## config.mk

```make
export PLATFORM = sky130hd
export DESIGN_NAME = static_linked_list_engine_core
export DESIGN_NICKNAME = d
export VERILOG_FILES = /design/src/slle_pkg.sv /design/src/slle_mem.sv /design/src/slle_ctrl.sv /design/src/static_linked_list_engine_core.sv
export SDC_FILE = /design/constraint.sdc
export NUM_CORES = 1
export LEC_CHECK = 0
export BUFFER_PORTS_ARGS = -buffer_cell sky130_fd_sc_hd__buf_2
export CAP_MARGIN = 20
export CORE_UTILIZATION = 45
export DETAILED_ROUTE_END_ITERATION = 8
export GPL_TIMING_DRIVEN = 0
export PLACE_DENSITY_LB_ADDON = 0.25
export SETUP_SLACK_MARGIN = 0.3
export SLEW_MARGIN = 0
export SYNTH_ARGS = -nofsm -noshare
export SYNTH_HDL_FRONTEND = slang
export SYNTH_SLANG_ARGS = --single-unit
```

## constraint.sdc

```tcl
create_clock -name clk -period 4.7 [get_ports clk]
set_input_delay 0.705 -clock clk [delete_from_list [all_inputs] [get_ports clk]]
set_output_delay 0.705 -clock clk [all_outputs]
set_load 0.05 [all_outputs]
```

## src/slle_pkg.sv

```systemverilog
// Shared types and constants for the static linked list engine.
// No dependencies; imported by every module of the block.
package slle_pkg;

  localparam int DEF_CAPACITY   = 16;
  localparam int DEF_DATA_WIDTH = 32;
  localparam int POS_W          = 5;
  localparam int VAL_W          = 32;
  localparam int LEN_W          = 5;

  typedef enum logic [1:0] {
    OP_INSERT = 2'd0,
    OP_REMOVE = 2'd1,
    OP_READ   = 2'd2
  } opcode_t;

  typedef enum logic [1:0] {
    ST_OK    = 2'd0,
    ST_RANGE = 2'd1,
    ST_FULL  = 2'd2
  } status_t;

  typedef enum logic [3:0] {
    S_IDLE,
    S_CHECK,
    S_ALLOC,
    S_GRAB,
    S_WALK,
    S_INS_A,
    S_INS_B,
    S_REM_A,
    S_REM_B,
    S_READ,
    S_DONE
  } state_t;

  typedef struct packed {
    logic next_we;
    logic value_we;
  } mem_wr_t;

  typedef struct packed {
    status_t            status;
    logic [VAL_W-1:0]   value;
  } result_t;

endpackage

```

## src/slle_mem.sv

```systemverilog
// Slot storage: link array and value array, one write and one registered read port each.
// Runs the link-array initialization sweep after reset. Depends on slle_pkg.
module slle_mem import slle_pkg::*; #(
  parameter int CAPACITY   = DEF_CAPACITY,
  parameter int DATA_WIDTH = DEF_DATA_WIDTH,
  localparam int AW = $clog2(CAPACITY),
  localparam int PW = $clog2(CAPACITY + 1)
) (
  input  logic                  clk,
  input  logic                  rst,
  input  logic [AW-1:0]         raddr,
  input  mem_wr_t               wr,
  input  logic [AW-1:0]         waddr,
  input  logic [PW-1:0]         next_wdata,
  input  logic [DATA_WIDTH-1:0] value_wdata,
  output logic [PW-1:0]         rd_next,
  output logic [DATA_WIDTH-1:0] rd_value,
  output logic                  busy
);

  logic [PW-1:0]         next_mem  [CAPACITY];
  logic [DATA_WIDTH-1:0] value_mem [CAPACITY];
  logic                  clearing;
  logic [AW-1:0]         clr_idx;

  always_ff @(posedge clk) begin
    if (rst) begin
      clearing <= 1'b1;
      clr_idx  <= '0;
    end else if (clearing) begin
      clr_idx <= clr_idx + AW'(1);
      if (clr_idx == AW'(CAPACITY - 1)) begin
        clearing <= 1'b0;
      end
    end
  end

  always_ff @(posedge clk) begin
    if (clearing) begin
      next_mem[clr_idx] <= PW'(clr_idx) + PW'(1);
    end else if (wr.next_we) begin
      next_mem[waddr] <= next_wdata;
    end
    rd_next <= next_mem[raddr];
  end

  always_ff @(posedge clk) begin
    if (wr.value_we) begin
      value_mem[waddr] <= value_wdata;
    end
    rd_value <= value_mem[raddr];
  end

  assign busy = clearing;

endmodule

```

## src/slle_ctrl.sv

```systemverilog
// Request sequencer: range and capacity checks, link walk through the shared memory read port,
// and the insert/remove link updates. Depends on slle_pkg.
module slle_ctrl import slle_pkg::*; #(
  parameter int CAPACITY   = DEF_CAPACITY,
  parameter int DATA_WIDTH = DEF_DATA_WIDTH,
  localparam int AW   = $clog2(CAPACITY),
  localparam int PW   = $clog2(CAPACITY + 1),
  localparam int CW   = $clog2(CAPACITY + 1),
  localparam int CMPW = ((CW > POS_W) ? CW : POS_W) + 1
) (
  input  logic                  clk,
  input  logic                  rst,
  input  logic                  in_valid,
  output logic                  in_ready,
  input  logic [1:0]            opcode,
  input  logic [POS_W-1:0]      position,
  input  logic [VAL_W-1:0]      value_in,
  input  logic                  busy,
  input  logic [PW-1:0]         rd_next,
  input  logic [DATA_WIDTH-1:0] rd_value,
  output logic [AW-1:0]         raddr,
  output mem_wr_t               wr,
  output logic [AW-1:0]         waddr,
  output logic [PW-1:0]         next_wdata,
  output logic [DATA_WIDTH-1:0] value_wdata,
  output logic                  res_valid,
  output result_t               res,
  output logic [LEN_W-1:0]      len,
  input  logic                  out_free
);

  state_t                state, state_next;
  logic [1:0]            op;
  logic [POS_W-1:0]      pos;
  logic [DATA_WIDTH-1:0] val;
  logic [PW-1:0]         list_head, free_head, fnext, n0, n1, node;
  logic [CW-1:0]         count;
  logic [POS_W-1:0]      hops;
  logic                  first;
  status_t               res_status, chk_status;
  logic [VAL_W-1:0]      res_value;
  logic                  pos1, ins_bad, acc_bad, full;
  logic [CMPW-1:0]       pos_x, cnt_x;

  function automatic logic [VAL_W-1:0] widen(input logic [DATA_WIDTH-1:0] v);
    return VAL_W'($signed(v));
  endfunction

  assign pos1  = (pos == POS_W'(1));
  assign pos_x = CMPW'(pos);
  assign cnt_x = CMPW'(count);
  assign ins_bad = (pos == '0) || (pos_x > cnt_x + CMPW'(1));
  assign acc_bad = (pos == '0) || (pos_x > cnt_x);
  assign full    = (count == CW'(CAPACITY)) || (free_head >= PW'(CAPACITY));
  assign node    = first ? list_head : rd_next;

  always_comb begin
    case (op)
      OP_INSERT: chk_status = ins_bad ? ST_RANGE : (full ? ST_FULL : ST_OK);
      OP_REMOVE, OP_READ: chk_status = acc_bad ? ST_RANGE : ST_OK;
      default: chk_status = ST_RANGE;
    endcase
  end

  always_ff @(posedge clk) begin
    if (rst) begin
      state <= S_IDLE;
    end else begin
      state <= state_next;
    end
  end

  always_comb begin
    state_next  = state;
    in_ready    = 1'b0;
    res_valid   = 1'b0;
    raddr       = node[AW-1:0];
    wr          = '0;
    waddr       = free_head[AW-1:0];
    next_wdata  = rd_next;
    value_wdata = val;
    case (state)
      S_IDLE: begin
        in_ready = !busy;
        if (in_valid && !busy) begin
          state_next = S_CHECK;
        end
      end
      S_CHECK: begin
        if (chk_status != ST_OK) begin
          state_next = S_DONE;
        end else if (op == OP_INSERT) begin
          state_next = S_ALLOC;
        end else begin
          state_next = S_WALK;
        end
      end
      S_ALLOC: begin
        raddr      = free_head[AW-1:0];
        state_next = S_GRAB;
      end
      S_GRAB: begin
        state_next = pos1 ? S_INS_A : S_WALK;
      end
      S_WALK: begin
        if (hops == POS_W'(1)) begin
          case (op)
            OP_INSERT: state_next = S_INS_A;
            OP_REMOVE: state_next = S_REM_A;
            default:   state_next = S_READ;
          endcase
        end
      end
      S_INS_A: begin
        wr.next_we  = 1'b1;
        wr.value_we = 1'b1;
        next_wdata  = pos1 ? list_head : rd_next;
        state_next  = S_INS_B;
      end
      S_INS_B: begin
        wr.next_we = !pos1;
        waddr      = n1[AW-1:0];
        next_wdata = free_head;
        state_next = S_DONE;
      end
      S_REM_A: begin
        wr.next_we = !pos1;
        waddr      = n0[AW-1:0];
        next_wdata = rd_next;
        state_next = S_REM_B;
      end
      S_REM_B: begin
        wr.next_we = 1'b1;
        waddr      = n1[AW-1:0];
        next_wdata = free_head;
        state_next = S_DONE;
      end
      S_READ: begin
        state_next = S_DONE;
      end
      S_DONE: begin
        res_valid = 1'b1;
        if (out_free) begin
          state_next = S_IDLE;
        end
      end
      default: state_next = S_IDLE;
    endcase
  end

  always_ff @(posedge clk) begin
    if (rst) begin
      list_head <= PW'(CAPACITY);
      free_head <= '0;
      count     <= '0;
    end else begin
      case (state)
        S_INS_B: begin
          if (pos1) begin
            list_head <= free_head;
          end
          free_head <= fnext;
          count     <= count + CW'(1);
        end
        S_REM_A: begin
          if (pos1) begin
            list_head <= rd_next;
          end
        end
        S_REM_B: begin
          free_head <= n1;
          count     <= count - CW'(1);
        end
        default: ;
      endcase
    end
  end

  always_ff @(posedge clk) begin
    case (state)
      S_IDLE: begin
        op  <= opcode;
        pos <= position;
        val <= DATA_WIDTH'($unsigned(value_in));
      end
      S_CHECK: begin
        res_status <= chk_status;
        res_value  <= '0;
        first      <= 1'b1;
        hops       <= pos;
      end
      S_GRAB: begin
        fnext <= rd_next;
        first <= 1'b1;
        hops  <= pos - POS_W'(1);
      end
      S_WALK: begin
        n0    <= n1;
        n1    <= node;
        first <= 1'b0;
        hops  <= hops - POS_W'(1);
      end
      S_INS_B: res_value <= widen(val);
      S_REM_A: res_value <= widen(rd_value);
      S_READ:  res_value <= widen(rd_value);
      default: ;
    endcase
  end

  assign res.status = res_status;
  assign res.value  = res_value;
  assign len        = LEN_W'(count);

endmodule

```

## src/static_linked_list_engine_core.sv

```systemverilog
// Static linked list engine, top level: sequencer, slot storage and result register.
// Depends on slle_pkg, slle_mem and slle_ctrl.
//
// Array-backed singly linked list of CAPACITY slots with a free list. One request at a
// time; in_ready is high only while the sequencer is idle. Every hop of the walk is one
// read of the link memory, so the time a request takes grows with its position; a
// rejected request skips the walk. A finished result sits in the output register and
// the next request is accepted while it waits. After reset the link memory is swept
// once, slot by slot, and no request is accepted during the sweep.
module static_linked_list_engine_core import slle_pkg::*; #(
  parameter int CAPACITY   = DEF_CAPACITY,
  parameter int DATA_WIDTH = DEF_DATA_WIDTH
) (
  input  logic                    clk,
  input  logic                    rst,
  input  logic                    in_valid,
  output logic                    in_ready,
  input  logic [1:0]              opcode,
  input  logic [POS_W-1:0]        position,
  input  logic signed [VAL_W-1:0] value_in,
  output logic                    out_valid,
  input  logic                    out_ready,
  output logic [1:0]              status,
  output logic signed [VAL_W-1:0] value_out,
  output logic [LEN_W-1:0]        length
);

  localparam int AW = $clog2(CAPACITY);
  localparam int PW = $clog2(CAPACITY + 1);

  logic [AW-1:0]         raddr, waddr;
  mem_wr_t               wr;
  logic [PW-1:0]         next_wdata, rd_next;
  logic [DATA_WIDTH-1:0] value_wdata, rd_value;
  logic                  busy, res_valid, out_free;
  result_t               res;
  logic [LEN_W-1:0]      len;

  slle_mem #(
    .CAPACITY   (CAPACITY),
    .DATA_WIDTH (DATA_WIDTH)
  ) u_mem (
    .clk         (clk),
    .rst         (rst),
    .raddr       (raddr),
    .wr          (wr),
    .waddr       (waddr),
    .next_wdata  (next_wdata),
    .value_wdata (value_wdata),
    .rd_next     (rd_next),
    .rd_value    (rd_value),
    .busy        (busy)
  );

  slle_ctrl #(
    .CAPACITY   (CAPACITY),
    .DATA_WIDTH (DATA_WIDTH)
  ) u_ctrl (
    .clk         (clk),
    .rst         (rst),
    .in_valid    (in_valid),
    .in_ready    (in_ready),
    .opcode      (opcode),
    .position    (position),
    .value_in    (value_in),
    .busy        (busy),
    .rd_next     (rd_next),
    .rd_value    (rd_value),
    .raddr       (raddr),
    .wr          (wr),
    .waddr       (waddr),
    .next_wdata  (next_wdata),
    .value_wdata (value_wdata),
    .res_valid   (res_valid),
    .res         (res),
    .len         (len),
    .out_free    (out_free)
  );

  assign out_free = !out_valid || out_ready;

  always_ff @(posedge clk) begin
    if (rst) begin
      out_valid <= 1'b0;
    end else if (out_free) begin
      out_valid <= res_valid;
    end
  end

  always_ff @(posedge clk) begin
    if (res_valid && out_free) begin
      status    <= res.status;
      value_out <= res.value;
      length    <= len;
    end
  end

`ifndef SYNTHESIS
  a_busy_after_accept: assert property (@(posedge clk) disable iff (rst)
    in_valid && in_ready |=> !in_ready)
    else $error("request accepted while sequencer busy");

  a_error_value_zero: assert property (@(posedge clk) disable iff (rst)
    out_valid && (status != ST_OK) |-> value_out == '0)
    else $error("rejected transaction carries a nonzero value");

  a_full_length: assert property (@(posedge clk) disable iff (rst)
    out_valid && (status == ST_FULL) |-> length == LEN_W'(CAPACITY))
    else $error("list full reported below capacity");

  a_no_accept_in_sweep: assert property (@(posedge clk) disable iff (rst)
    busy |-> !in_ready)
    else $error("request accepted during link memory sweep");
`endif

endmodule

```

=== Word-level counts from Yosys, hierarchy flattened ===
Memories as Yosys holds them, arrays and structs flattened. A register that Yosys moved wholly into a read port is not among the register bits.
Cells that the tools add are included.

* $add $sub $neg: 7
* Reduce and logical (&&, ||, !) cells: 28
* $lt $le $gt $ge: 3
* Equality and inequality tests: 21
* Multiplexer cells: 41

{| class="wikitable"
|+ Operators with widths
! cell !! number
|-
| 32-bit case mux with 3 select lines || 1
|-
| 5-bit case mux with 2 select lines || 4
|-
| 4-bit case mux with 9 select lines || 1
|-
| 5-bit 2-to-1 mux || 5
|-
| 4-bit 2-to-1 mux || 6
|-
| 4-bit by 3-bit == test with 1-bit output, second input constant || 4
|-
| 4-bit == test, second input constant || 4
|-
| 4-bit case mux with 2 select lines || 2
|-
| 1-bit 2-to-1 mux || 15
|-
| 5-bit case mux with 3 select lines || 1
|-
| 5-bit by 1-bit subtractor with 5-bit output, second input constant || 3
|-
| 2-bit OR reduction || 6
|-
| 5-bit by 1-bit == test with 1-bit output, second input constant || 2
|-
| 4-bit by 2-bit == test with 1-bit output, second input constant || 2
|-
| 2-bit by 1-bit inequality test with 1-bit output, second input constant || 4
|-
| 2-bit nonzero test || 4
|-
| 5-bit by 1-bit adder with 6-bit output, second input constant || 1
|-
| 5-bit by 6-bit greater-than comparator with 1-bit output || 1
|-
| 3-bit AND reduction || 2
|-
| 3-bit nonzero test || 2
|-
| 4-bit by 1-bit adder with 5-bit output, second input constant || 1
|-
| 5-bit by 1-bit adder with 5-bit output, second input constant || 1
|-
| 5-bit == test, second input constant || 1
|-
| 5-bit greater-or-equal comparator, second input constant || 1
|-
| 18 further kinds || 26
|}

* Memories kept: 2
* Memory bits (writable): 592
* Register bits after elaboration: 157
* Output and inout port bits: 41

{| class="wikitable"
|+ Memories
! memory !! words !! width !! rd ports !! clocked after Yosys merged registers in !! write ports !! RTL line !! text
|-
| u_mem.value_mem || 16 || 32 || 1 || 1 || 1 || slle_mem.sv:22 || <nowiki>logic [DATA_WIDTH-1:0] value_mem [CAPACITY];</nowiki>
|-
| u_mem.next_mem || 16 || 5 || 1 || 1 || 1 || slle_mem.sv:21 || <nowiki>logic [PW-1:0] next_mem [CAPACITY];</nowiki>
|}

=== Depth between registers and ports, before layout ===
Gate-level depths: netlist of the first run.

* Depth in word-level cells: 8
* Mapped depth: 10

=== Cells and area by module ===
Synthesis of the first run repeated with hierarchy kept, for this count alone.

* Cells, all modules: 1502
* Area total of the unflattened synthesis: 29894.9 µm²

{| class="wikitable"
|+ Modules (own cells, without submodules)
! module !! cells each !! area each (µm²) !! sequential area each (µm²) !! times used
|-
| slle_mem || 1048 || 23470.0 || 18617.9 || 1
|-
| slle_ctrl || 410 || 5198.7 || 3173.0 || 1
|-
| static_linked_list_engine_core || 44 || 1226.2 || 1191.1 || 1
|}

=== Worst setup path before layout of the first run ===
OpenSTA, ideal clock, no wires.

* Kind: reg-to-reg
* Start: reg u_ctrl.state[3]
* End: mem u_mem.value_mem[9][0] (netlist name) (enable)
* Library setup time: 0.421 ns
* Cell stages (with the launch flop): 7
* Arrival time: 3.124 ns
* Required time: 4.279 ns
* Setup slack: 1.155 ns
* Period minus slack after synthesis: 3.545 ns
* Buffers on the path: 1
* Cells stage by stage: dfxtp_1 buf_2 or3b_2 a21oi_1 a221o_1 nand3_1 nor2_1

* Cells in the longest elaborated chain, start to end: 4
* Elaborated cells between the ends (all ways): 9
* Those cells by class: eq/ne: 4; mux: 4; reduce/logical: 1

{| class="wikitable"
|+ Ends and longest elaborated chain
! what !! RTL line !! text
|-
| start: declaration || slle_ctrl.sv:32 || <nowiki>state_t state, state_next;</nowiki>
|-
| start signal: assignment || slle_ctrl.sv:69 || <nowiki>state <= state_next;</nowiki>
|-
| 4-bit by 3-bit == test with 1-bit output || slle_ctrl.sv:82 || <nowiki>case (state)</nowiki>
|-
| 1-bit 2-to-1 mux || slle_ctrl.sv:82 ||
|-
| 1-bit 2-to-1 mux || slle_mem.sv:48 || <nowiki>if (wr.value_we) begin</nowiki>
|-
| 1-bit 2-to-1 mux (implied by the code) || slle_mem.sv:49 || <nowiki>value_mem[waddr] <= value_wdata;</nowiki>
|-
| end: declaration || slle_mem.sv:22 ||
|}

Several ways; a longest one is shown, not always the timed one.

=== Final worst setup path of the first run ===
* Start: reg u_ctrl.state[1]
* End: reg u_mem.rd_next[1], read port of u_mem.next_mem

* Cells in the longest elaborated chain, start to end: 2

{| class="wikitable"
|+ Ends and longest elaborated chain
! what !! RTL line !! text
|-
| 4-bit by 2-bit == test with 1-bit output || slle_ctrl.sv:82 ||
|-
| 4-bit 2-to-1 mux || slle_ctrl.sv:82 ||
|-
| end: declaration || slle_mem.sv:16 || <nowiki>output logic [PW-1:0] rd_next,</nowiki>
|}

No other way between the ends.
A chain may end at the register's enable or synchronous reset.

==> reports/qor.yml, run 1 <==
hold_path:
  hold_class: "in2reg"
  hold_start: "position[3]"
routing:
  wl_per_cell_um: 26.1
  firstDrtPassIters: 9
  drcViolationCount: 8
  drtAntennaViolNets: 0
  drtIter0Drc: 1329
  num_vias: 14700
  viasPerCell: 5.65
  wirelength_um: 67800
cts:
  clk-insertion-delay-late_ns: 0.63
  path_clk_slew_ns: 0.06
  cts_max_path_buffers: 3
  cts.sinks: 786
  cts_resized: 0
  cts_buffers: 82
  cts_setup_buffers: 0
  hold_buffers: 0
  root_buffer: "clkbuf_16"
  tritoncts: "built"
  htree_levels: 3
synth:
  synth_cells: 1477
  ys_top_cells_by_area: "edfxtp_1, mux4_2, dfxtp_1"
  synth_top_area_share_pct: 72.2
  yosys_warnings: 0
  ys.flop_type: "edfxtp_1"
  synth_top_area_cell: "edfxtp_1"
  synth_area_per_cell_um2: 20.4
  syn-num-nets: 1545
  synth-edff-count: 724
  ys_async_sr_fraction_pct: 0
  synthesis.area_um2: 30100
  synth_seq_area_share_pct: 76.3
  synth_cell_types: 61
  synth_seq_cells: 786
timing:
  max_slew.worst_pin.slew_ns: 1.12
  rsz0062_at_grt: "no"
  setup_ws_ns: 0.996
  fmax_mhz: 270
  finClkSkew_ns: 0.0240
  drv_slew: 0
  hold_viol_final: 0
  slew_headroom_pct: 25.6
  layout_min_cycle_time_ns: 3.70
  whs_ns: 0.245
  fin_crit_sh_pct: 78.8
  setup_viol_count_final: 0
worst_setup_path:
  rr_startpoint: "u_ctrl.state[1]$_SDFFE_PP0P_"
  critPathLaunch: "u_ctrl.state[1]$_SDFFE_PP0P_"
  required_ns: 5.17
  worst-setup-path-type: "reg2reg"
  critPathMaxFanout: 10
  critPathArrivalTime_ns: 4.18
  end_kind: "flip-flop"
  start_kind: "flip-flop"
outcome:
  status: "finished, violations left"
  violations: "DRC"
power:
  fin_total_pwr_uw: 14500
  power_leakage_uw: 0.0121
  vdd_drop_max_mv: 0.286
  p_per_area_nw_per_um2: 418
final_layout:
  design_area_um2: 34800
  area_delta_synth_final_pct: 15.4
  final_util_pct: 52.7
  final_nets: 1736
  drive_gt1_share_pct: 24.4
  n_antenna_cell: 0
floorplan:
  rows: 94
  start_util_pct: 45.6
  coreArea_um2: 66000
  die_h_um: 261
  dieWidth_um: 261
  io_pins: 84
  dieArea_um2: 68000
placement:
  place.port_buffers: 82
  pre_cts_slack_ns: 0.977
  place_congestion: 0.843
  dpl.hpwl_um: 41900
  placed_area_um2: 32200
grt:
  antenna_found_initial: 0
  track_usage_pct: 20.4
  globalRouteOverflowTotal: 0
  grt_pass1_vias: 15200
  grt_max_degree: 29
  grt_pass1_wl_um: 99500
flow_run:
  cap_violations: 0
## stage by stage
| stage | std cells | TNS [ns] |
|---|---|---|
| floorplan | 1477 | 0 |
| CTS | 2596 | 0 |
| global route | 2599 | 0 |
| finish | 2599 | 0 |
| global placement | 2423 | -559.22 |
| detailed placement | 2445 | 0 |
## cells in the final DEF (no fill, tap or decap), drive strengths merged, types with 3 or more instances in the layout
cell      instances
ha               24
mux2              5
a221o             4
dfxtp            62
a222oi            4
mux4            148
nor2b            12
clkinvlp          5
bufinv            3
nand3b            4
a211oi            6
nand3            10
o21ai            11
nand4             3
mux2i           123
inv              30
xnor2            15
edfxtp          724
a21oi            27
nor3              7
o221ai            3
clkbuf          145
a22o             37
nand2b            5
nand2            21
a31oi             5
and2              3
a21o              5
nor2             78
buf             144
clkinv           24
## final cells by class
cell class / count / area, um2
Clock buffer: 113 / 2250
Sequential cell: 786 / 23000
Buffer: 69 / 292
Clock inverter: 38 / 347
Fill cell: 5136 / 31200
Inverter: 24 / 90.1
Multi-Input combinational cell: 598 / 6890
Tap cell: 864 / 1080
Timing Repair Buffer: 107 / 847
## routing by layer
metal | track usage, % | part of all wire, % | vias up
met3 | 4.30 | 6.4 | 91
met2 | 33.4 | 49 | 491
li1 | - | - | 6440
met5 | 0 | 0 | -
met1 | 27.8 | 42 | 7669
met4 | 5.31 | 2.0 | 0
## sequential cells by signal (all words and copies together) (netlist names), 32 cells and up
register            flops
u_mem.value_mem       512
u_mem.next_mem         80
u_mem.rd_value         32
u_ctrl.value_wdata     32
u_ctrl.res_value       32
value_out              32
## worst max-delay path, cell delays in order, from the launching register on
cell and delay, ns:
dfxtp_1 0.43, nand2b_1 0.12, nor3_4 0.31, mux2i_1 0.73, clkbuf_1 0.75, buf_2 0.46
mux4_2 0.37, mux2i_1 0.23, mux2i_1 0.13
## Yosys cell counts, types with 5 or more instances
cell type and n:
a211oi_1 6, a21o_1 5, a21oi_1 27, a22o_1 37, a31oi_1 5, buf_1 15, buf_2 20, clkbuf_1 32
dfxtp_1 62, edfxtp_1 724, ha_1 24, inv_1 23, mux2_2 5, mux2i_1 123, mux4_2 148, nand2_1 21
nand2b_1 5, nand3_1 10, nor2_1 78, nor2b_1 12, nor3_1 6, o21ai_0 10, xnor2_1 15
## path summary, 6_finish.rpt
kind / end / slack (ns) / depth (start not counted)
setup / recovery: u_mem.rd_next[1]$_DFF_P_ / 1.0 / 8
hold reg to reg: value_out[28]$_DFFE_PP_ / 0.42 / 0
setup reg to reg: u_mem.rd_next[1]$_DFF_P_ / 1.0 / 8
hold / removal: u_ctrl.pos[3]$_DFFE_PP_ / 0.24 / 1
## power breakdown
part / total (uW) / internal, uW / switching [uW]
combinational: 476 / 221 / 255
sequential: 7810 / 7710 / 102
clock: 6230 / 3550 / 2680
## logic make-up (layout without fill, tap and decap cells)
kind of cell	Yosys count	count (layout)	share of synthesized area [%]
buffers and inverters	93	351	1.27
adders and majority gates	25	25	1.06
muxes	276	276	15.3
AOI/OAI and AO/OA	125	125	3.09
and+or+nand+nor	155	155	2.43
DFF	786	786	76.3
xor gates and xnor gates	17	17	0.494
Power figures use the tool's default switching activity.
==> run 2: changes to the inputs <==
==> constraint.sdc (replaced) <==
create_clock -name clk -period 3 [get_ports clk]
set_input_delay 0.45 -clock clk [delete_from_list [all_inputs] [get_ports clk]]
set_output_delay 0.45 -clock clk [all_outputs]
set_load 0.05 [all_outputs]
==> run 2 against run 1 <==
Net effect: the run still ends with DRC left; cell count is 5.0% higher; global-route usage is 1.1 points higher; power is 61% higher; register-to-register slack worse by 0.78 ns; clock skew is 0.0025 ns higher; via count is 6.2% higher; non-clock buffer count is 126 higher; critical path type unchanged; critical endpoint is now u_mem.rd_value[26]$_DFF_P_; highest routed layer unchanged.
==> reports/qor.yml, run 2 (same netlist as run 1, synthesis figures left out) <==
routing:
  wl_per_cell_um: 27.0  # +3.5%
  drtIter0Drc: 1567  # +18%
  num_vias: 15600  # +6.2%
  viasPerCell: 5.72  # +1.1%
  firstDrtPassIters: 7  # -2
  drtAntennaViolNets: 0  # unchanged
  wirelength_um: 73700  # +8.7%
  drcViolationCount: 12  # +4
worst_setup_path:
  critPathMaxFanout: 10  # unchanged
  rr_startpoint: "u_ctrl.first$_DFFE_PP_"
  r2r-end: "u_mem.rd_value[26]$_DFF_P_"
  worst-setup-path-type: "reg2reg"
  required_ns: 3.47  # -1.70 ns
  start_kind: "flip-flop"
  critPathArrivalTime_ns: 3.25  # -0.93 ns
  end_kind: "flip-flop"
  r2r_cells: 8  # unchanged
  reg2reg_setup_slack_ns: 0.22  # -0.78 ns
  critPathLaunch: "u_ctrl.first$_DFFE_PP_"
cts:
  clk-insertion-delay-late_ns: 0.63  # about the same
  path_clk_slew_ns: 0.06  # about the same
  cts_max_path_buffers: 3  # unchanged
  tritoncts: "built"
  cts.sinks: 786  # unchanged
  cts_buffers: 82  # unchanged
  root_buffer: "clkbuf_16"
  htree_levels: 3  # unchanged
placement:
  placed_area_um2: 32200  # +0.20%
  place_congestion: 0.844  # +0.15%
  dp_cells: 2445  # unchanged
  pre_cts_slack_ns: -0.798  # -1.78 ns
  place.port_buffers: 82  # unchanged
  dpl.hpwl_um: 42800  # +2.1%
floorplan:
  die_h_um: 261  # unchanged
  io_pins: 84  # unchanged
  dieArea_um2: 68000  # unchanged
  start_util_pct: 45.6  # unchanged
  rows: 94  # unchanged
  coreArea_um2: 66000  # unchanged
  dieWidth_um: 261  # unchanged
hold_path:
  hold_end: "u_ctrl.value_wdata[0]$_DFFE_PP_"
  hold_class: "in2reg"
  hold_start: "value_in[0]"
  min_path_cells: 1  # unchanged
grt:
  track_usage_pct: 21.5  # +1.1 points
  globalRouteOverflowTotal: 0  # unchanged
  antenna_found_initial: 0  # unchanged
  grt_pass1_vias: 15800  # +4.5%
  grt_max_degree: 24  # -17%
  grt_pass1_wl_um: 105000  # +5.2%
final_layout:
  area_delta_synth_final_pct: 24.8
  drive_gt1_share_pct: 33.7  # +9.3 points
  reg_top3: "u_mem.value_mem: 512 flops, u_mem.next_mem: 80 flops"
  design_area_um2: 37600  # +8.1%
  mostFrequentLayoutCells: "edfxtp_1, mux4_2, mux2i_1, clkbuf_16, buf_2"
  final_cell_count_no_fill: 2730  # +5.0%
  final_nets: 1866  # +7.5%
  n_antenna_cell: 0  # unchanged
  top_register: "u_mem.value_mem"
  final_common_cell: "edfxtp_1"
  largest_reg_flops: 512  # unchanged
timing:
  slew_headroom_pct: 25.3  # -0.34 points
  setup_ws_ns: 0.218  # -0.777 ns
  fmax_mhz: 359  # +33%
  setup_viol_count_final: 0  # unchanged
  fin_crit_sh_pct: 92.7  # +14 points
  rsz0062_at_grt: "yes"
  drv_slew: 0  # unchanged
  max_slew.worst_pin.slew_ns: 1.12  # +0.00511 ns
  layout_min_cycle_time_ns: 2.78  # -0.923 ns
  hold_viol_final: 0  # unchanged
  finClkSkew_ns: 0.0266  # +0.00251 ns
outcome:
  violations: "DRC"
  status: "finished, violations left"
flow_run:
  cap_violations: 0  # unchanged
power:
  p_per_area_nw_per_um2: 623  # +49%
  vdd_drop_max_mv: 0.392  # +37%
  power_leakage_uw: 0.0133  # +9.9%
-- run 2: metrics by stage --
stage / total power [uW] / hold slack [ns] / TNS [ns] / utilization [%]
4_1_cts: 23500 / 0.0171 / 0 / 55.7
5_1_grt: 24000 / 0.0161 / 0 / 57.0
6_report: 23400 / 0.0369 / 0 / 57.0
2_1_floorplan: 12900 / 0.400 / 0 / -
3_5_place_dp: 13200 / 0.405 / -311.47 / 48.8
3_3_place_gp: 13200 / 0.402 / -760.12 / 48.0
-- run 2: critical path, stage by stage, from the launching register on --
cell and delay [ns]:
edfxtp_1 0.52, mux2_2 0.42, mux2i_4 0.21, buf_6 0.21, buf_12 0.19, buf_12 0.17, mux4_2 0.53, mux2i_2 0.21
mux2i_1 0.16
-- run 2: worst max path at each step --
| stage | to | slack [ns] | cells past startpoint |
|---|---|---|---|
| after CTS | u_mem.rd_value[26]$_DFF_P_ | 0.07 | 10 |
| after detailed placement | u_mem.next_mem[5][0]$_DFFE_PP_ | -0.80 | 8 |
| after floorplan | u_mem.value_mem[12][0]$_DFFE_PP_ | 0.005 | 6 |
| after global routing | u_mem.rd_value[26]$_DFF_P_ | 0.19 | 10 |
| final | u_mem.rd_value[26]$_DFF_P_ | 0.22 | 8 |
| after global placement | u_mem.value_mem[0][31]$_DFFE_PP_ | -1.58 | 7 |
-- run 2: layout make-up --
| cell class | count | area [um2] |
|---|---|---|
| fill | 4792 | 28400 |
| sequential | 786 | 23000 |
| multi-input combinational | 602 | 7430 |
| timing repair buffer | 233 | 2600 |
| clock buffer | 113 | 2320 |
| tap | 864 | 1080 |
| buffer | 69 | 648 |
| clock inverter | 39 | 410 |
| inverter | 24 | 95.1 |
-- run 2: power breakdown --
part | switching [uW] | internal [uW]
clock network | 4190 | 6040
registers | 160 | 12100
logic | 467 | 491
-- run 2: routing by layer --
metal | wire (um) | track usage [%] | vias up
met5 | 0 | 0 | -
met4 | 1700 | 6.17 | 0
met3 | 4690 | 3.44 | 115
met2 | 36600 | 35.7 | 624
met1 | 30800 | 29.5 | 8168
li1 | - | - | 6699
-- run 2: repair_timing --
item,in CTS,in global routing
gates resized for setup,198,76
pin swaps,27,7
endpoints found under the setup margin,740,692
buffers inserted,58,25
endpoints found under the hold margin,36,0
gates cloned,5,9
hold buffers,36,0
